### src/hdl/rsh_mul.sv
module rsh_mul #(
  parameter int AW = 32,
  parameter int BW = 32
) (
  input  logic                     clk,
  input  logic                     en,
  input  logic signed [AW-1:0]     a_i,
  input  logic signed [BW-1:0]     b_i,
  output logic signed [AW+BW-1:0]  p_o
);

  localparam int PW = AW + BW;

  logic [AW-1:0]  amag;
  logic [BW-1:0]  bmag;
  logic [63:0]    am_r, bm_r;
  logic           sg0_r, sg1_r, sg2_r;
  logic [63:0]    pp_r [4];
  logic [127:0]   sum_r;
  logic [PW-1:0]  p_r;

  // Magnitudes are split into 32-bit halves; four partial products follow.
  always_comb begin
    amag = a_i[AW-1] ? (~a_i + 1'b1) : a_i;
    bmag = b_i[BW-1] ? (~b_i + 1'b1) : b_i;
  end

  always_ff @(posedge clk) begin
    if (en) begin
      am_r  <= 64'(amag);
      bm_r  <= 64'(bmag);
      sg0_r <= a_i[AW-1] ^ b_i[BW-1];
      pp_r[0] <= am_r[31:0] * bm_r[31:0];
      pp_r[1] <= am_r[31:0] * bm_r[63:32];
      pp_r[2] <= am_r[63:32] * bm_r[31:0];
      pp_r[3] <= am_r[63:32] * bm_r[63:32];
      sg1_r <= sg0_r;
      sum_r <= 128'(pp_r[0]) + {32'd0, pp_r[1], 32'd0} + {32'd0, pp_r[2], 32'd0}
               + {pp_r[3], 64'd0};
      sg2_r <= sg1_r;
      p_r   <= sg2_r ? PW'(~sum_r + 1'b1) : PW'(sum_r);
    end
  end

  assign p_o = $signed(p_r);

endmodule

### config.mk
export PLATFORM = sky130hd
export DESIGN_NAME = rsh_mul
export DESIGN_NICKNAME = d
export VERILOG_FILES = /design/src/hdl/rsh_mul.sv
export SDC_FILE = /design/constraint.sdc
export NUM_CORES = 2
export LEC_CHECK = 0
export ABC_AREA = 1
export BUFFER_PORTS_ARGS = -buffer_cell sky130_fd_sc_hd__buf_2
export CAP_MARGIN = 20
export CORE_MARGIN = 3
export CORE_UTILIZATION = 50
export CTS_BUF_LIST = sky130_fd_sc_hd__clkbuf_8
export DETAILED_ROUTE_END_ITERATION = 8
export GPL_TIMING_DRIVEN = 0
export PLACE_DENSITY_LB_ADDON = 0.08
export SYNTH_ARGS = -nofsm -noshare
export SYNTH_HDL_FRONTEND = slang
export SYNTH_SLANG_ARGS = --single-unit
### constraint.sdc
create_clock -name clk -period 8.29 [get_ports clk]
set_input_delay 1.2435 -clock clk [delete_from_list [all_inputs] [get_ports clk]]
set_output_delay 1.2435 -clock clk [all_outputs]
set_load 0.02 [all_outputs]
==> impl_metrics.json <==
{
  "cp-start-kind": "flip-flop",
  "die_w_um": 315.6,
  "holdCritPathClass": "reg2reg",
  "post-route-min-period_ps": 8206,
  "max_freq_mhz": 121.9,
  "synthArstFlopShare": 0,
  "finalMaxSlewViolations": 0,
  "tightestPinTransition_ps": 1314,
  "synthFlopType": "edfxtp_1",
  "insertion_delay_ps": 700,
  "nets": 7478,
  "drt_iter0_drc": 4430,
  "area_growth_pct": 8.067,
  "antenna_found_initial": 12,
  "crit_arrival_ps": 8650,
  "synth_seq_cells": 259,
  "gr-usage-met2": 0.5474,
  "drv_cap": 0,
  "finalSetupViolCount": 0,
  "synthCells": 6034,
  "maxSlewHeadroom": 0.1237,
  "synth_edf_count": 259,
  "cts_buffers": 47,
  "overflow": 0,
  "initial_core_util": 0.5089,
  "grt.busiest_layer": "met2",
  "detailed_place_hpwl_um": 152800,
  "io_pins": 130,
  "period_share": 0.9899,
  "status": "completed",
  "final_cells": 7546,
  "setup_tns_ps": 0,
  "grt_pass1_vias": 39232,
  "grtUsageMet3": 0.1003,
  "htree_levels": 2,
  "die_area_um2": 99600,
  "crit_type": "reg2reg",
  "r2r_cells": 23,
  "ys_seq_area_frac": 0.1623,
  "wire_per_inst_um": 24.22,
  "ant_nets": 0,
  "die_h_um": 315.6,
  "final_area_um2": 51790,
  "wl_um": 182800,
  "viasPerCell": 5.292,
  "finClkSkew_ps": 40.97,
  "cts_tree": "done",
  "core_um2": 94170,
  "route.detailed.drc": 0,
  "cp_max_fo": 10,
  "syn-cell-area_um2": 47920,
  "synth_area_per_cell_um2": 7.942,
  "hold_violations": 0,
  "cts_buffer_depth": 3,
  "min_path_cells": 0,
  "grt_pass1_wl_um": 262400,
  "grt_setup_unrepaired": "no",
  "crit_required_ps": 8730,
  "grt_start_max_net_pins": 107,
  "holdWs_ps": 403.5,
  "io_buffer_count": 128,
  "root_buffer": "clkbuf_8",
  "synth.lib_cells_used.distinct": 44,
  "row_count": 112,
  "dp_cells": 7430,
  "path_clk_slew_ps": 70,
  "via_count": 39936,
  "place_area_um2": 50390,
  "endpoint_kind": "flip-flop",
  "syn-num-nets": 7262,
  "drive_gt1_frac": 0.05692,
  "grt_usage": 0.3720,
  "firstDrtPassIters": 6,
  "yosys_warnings": 0,
  "cts_sinks": 259,
  "gp_congestion": 1.032,
  "grt_util_met1": 0.4981
}
==> per-stage QoR <==
| stage | setup slack (ps) | util |
|---|---|---|
| 2_1_floorplan | 2039 | - |
| 3_3_place_gp | -431.5 | 0.5324 |
| 3_5_place_dp | -267.7 | 0.5351 |
| 4_1_cts | 1.103 | 0.5455 |
| 5_1_grt | 12.59 | 0.5499 |
| 6_report | 84.03 | 0.5500 |
==> Yosys cell counts (3+ instances only) <==
| cell | n | area [um2] |
|---|---|---|
| inv_1 | 1855 | 6963 |
| nand2_1 | 1804 | 6771 |
| fa_1 | 896 | 17940 |
| ha_1 | 266 | 3328 |
| edfxtp_1 | 259 | 7777 |
| nor2_1 | 232 | 870.8 |
| clkbuf_1 | 204 | 765.7 |
| xor2_1 | 115 | 1007 |
| nand3_1 | 111 | 555.5 |
| a21oi_1 | 49 | 245.2 |
| nand4_1 | 40 | 250.2 |
| o21ai_0 | 28 | 140.1 |
| nor2_2 | 23 | 143.9 |
| nor3_1 | 23 | 115.1 |
| xnor2_1 | 20 | 175.2 |
| o21bai_1 | 12 | 90.09 |
| inv_2 | 10 | 37.54 |
| nand3_2 | 10 | 100.1 |
| nand3b_1 | 10 | 75.07 |
| nand2_2 | 8 | 50.05 |
| o211ai_1 | 6 | 45.04 |
| a31oi_1 | 5 | 31.28 |
| nor3_2 | 5 | 50.05 |
| o21ai_1 | 5 | 25.02 |
| nor2_4 | 4 | 45.04 |
| nor4_1 | 4 | 25.02 |
| buf_2 | 3 | 15.01 |
| o21ai_2 | 3 | 26.28 |
| or2_2 | 3 | 18.77 |
==> final cells by class <==
type / count / area (um2)
Tap cell: 1254 / 1569
Clock inverter: 41 / 322.8
Antenna cell: 3 / 7.507
Inverter: 1865 / 7000
Clock buffer: 47 / 646.9
Multi-Input combinational cell: 3703 / 32370
Fill cell: 9280 / 42380
Buffer: 207 / 834.6
Timing Repair Buffer: 167 / 1261
Sequential cell: 259 / 7777
==> state kept, by name (all words and copies together), names as in the netlist <==
name and count:
am_r 32, bm_r 32, p_o 64, pp_r 64
sg0_r 1, sg1_r 1, sg2_r 1, sum_r 64
==> metal layers <==
layer  vias up  part of all wire
li1      17500                 -
met1     19702              0.38
met2      2198              0.43
met3       528              0.12
met4         8             0.069
met5         -           0.00058
==> kinds of logic (layout without fill, tap and decap cells) <==
logic type,Yosys count,in the layout,share of synthesized area
simple gates,2295,2295,0.1937
buf+inv,2072,2327,0.1624
compound gates,111,111,0.01321
xor+xnor,135,135,0.02467
fa+ha+maj,1162,1162,0.4437
other cells,0,3,0
flops,259,259,0.1623
==> placed cells by master, fill, tap and decap left out, types with 6 or more instances in the layout <==
master | netlist | layout
edfxtp_1 | 259 | 259
nor2_2 | 23 | 23
buf_12 | 0 | 8
clkinv_1 | 0 | 13
ha_1 | 266 | 266
fa_1 | 896 | 896
clkbuf_8 | 0 | 47
clkbuf_1 | 204 | 161
nor2_1 | 232 | 232
xor2_1 | 115 | 115
nand3_1 | 111 | 110
buf_4 | 0 | 6
a21oi_1 | 49 | 49
nand2_2 | 8 | 8
clkbuf_2 | 0 | 43
nand3b_1 | 10 | 10
nand4_1 | 40 | 40
xnor2_1 | 20 | 20
o211ai_1 | 6 | 6
inv_2 | 10 | 10
nand3_2 | 10 | 11
clkinv_2 | 0 | 8
o21ai_0 | 28 | 28
inv_1 | 1855 | 1865
buf_8 | 0 | 21
o21bai_1 | 12 | 12
nand2_1 | 1804 | 1804
buf_2 | 3 | 130
nor3_1 | 23 | 23
==> final timing paths <==
| path | startpoint | end | slack [ps] |
|---|---|---|---|
| worst min-delay path | pp_r[0][24] | sum_r[24] | 400 |
| worst max register to register | bm_r[13] | pp_r[0][61] | 80 |
| worst min register to register | pp_r[0][24] | sum_r[24] | 400 |
| worst max-delay path | bm_r[13] | pp_r[0][61] | 80 |
==> timing repair <==
action,CTS,global route
buffers inserted,0,14
hold buffers,0,0
gates cloned,0,0
endpoints found under the setup margin,7,16
resized for setup,9,92
==> worst max-delay path: stages, from the launching register on <==
cell and delay, ps:
edfxtp_1 660, clkbuf_1 910, nand2_1 110, inv_1 120
fa_1 480, fa_1 500, inv_1 50, fa_1 520
fa_1 540, inv_1 60, fa_1 550, fa_1 430
fa_1 560, fa_1 440, ha_1 380, nand2_1 120
nor2_1 410, nand2_1 130, inv_1 200, a21oi_1 90
nand2_1 330, nand2_1 170, nand3_1 120, nand2_1 60
Power is left out: the tool's default activity adds up to more than one toggle a clock period on the data nets, which glitch-free logic cannot reach.
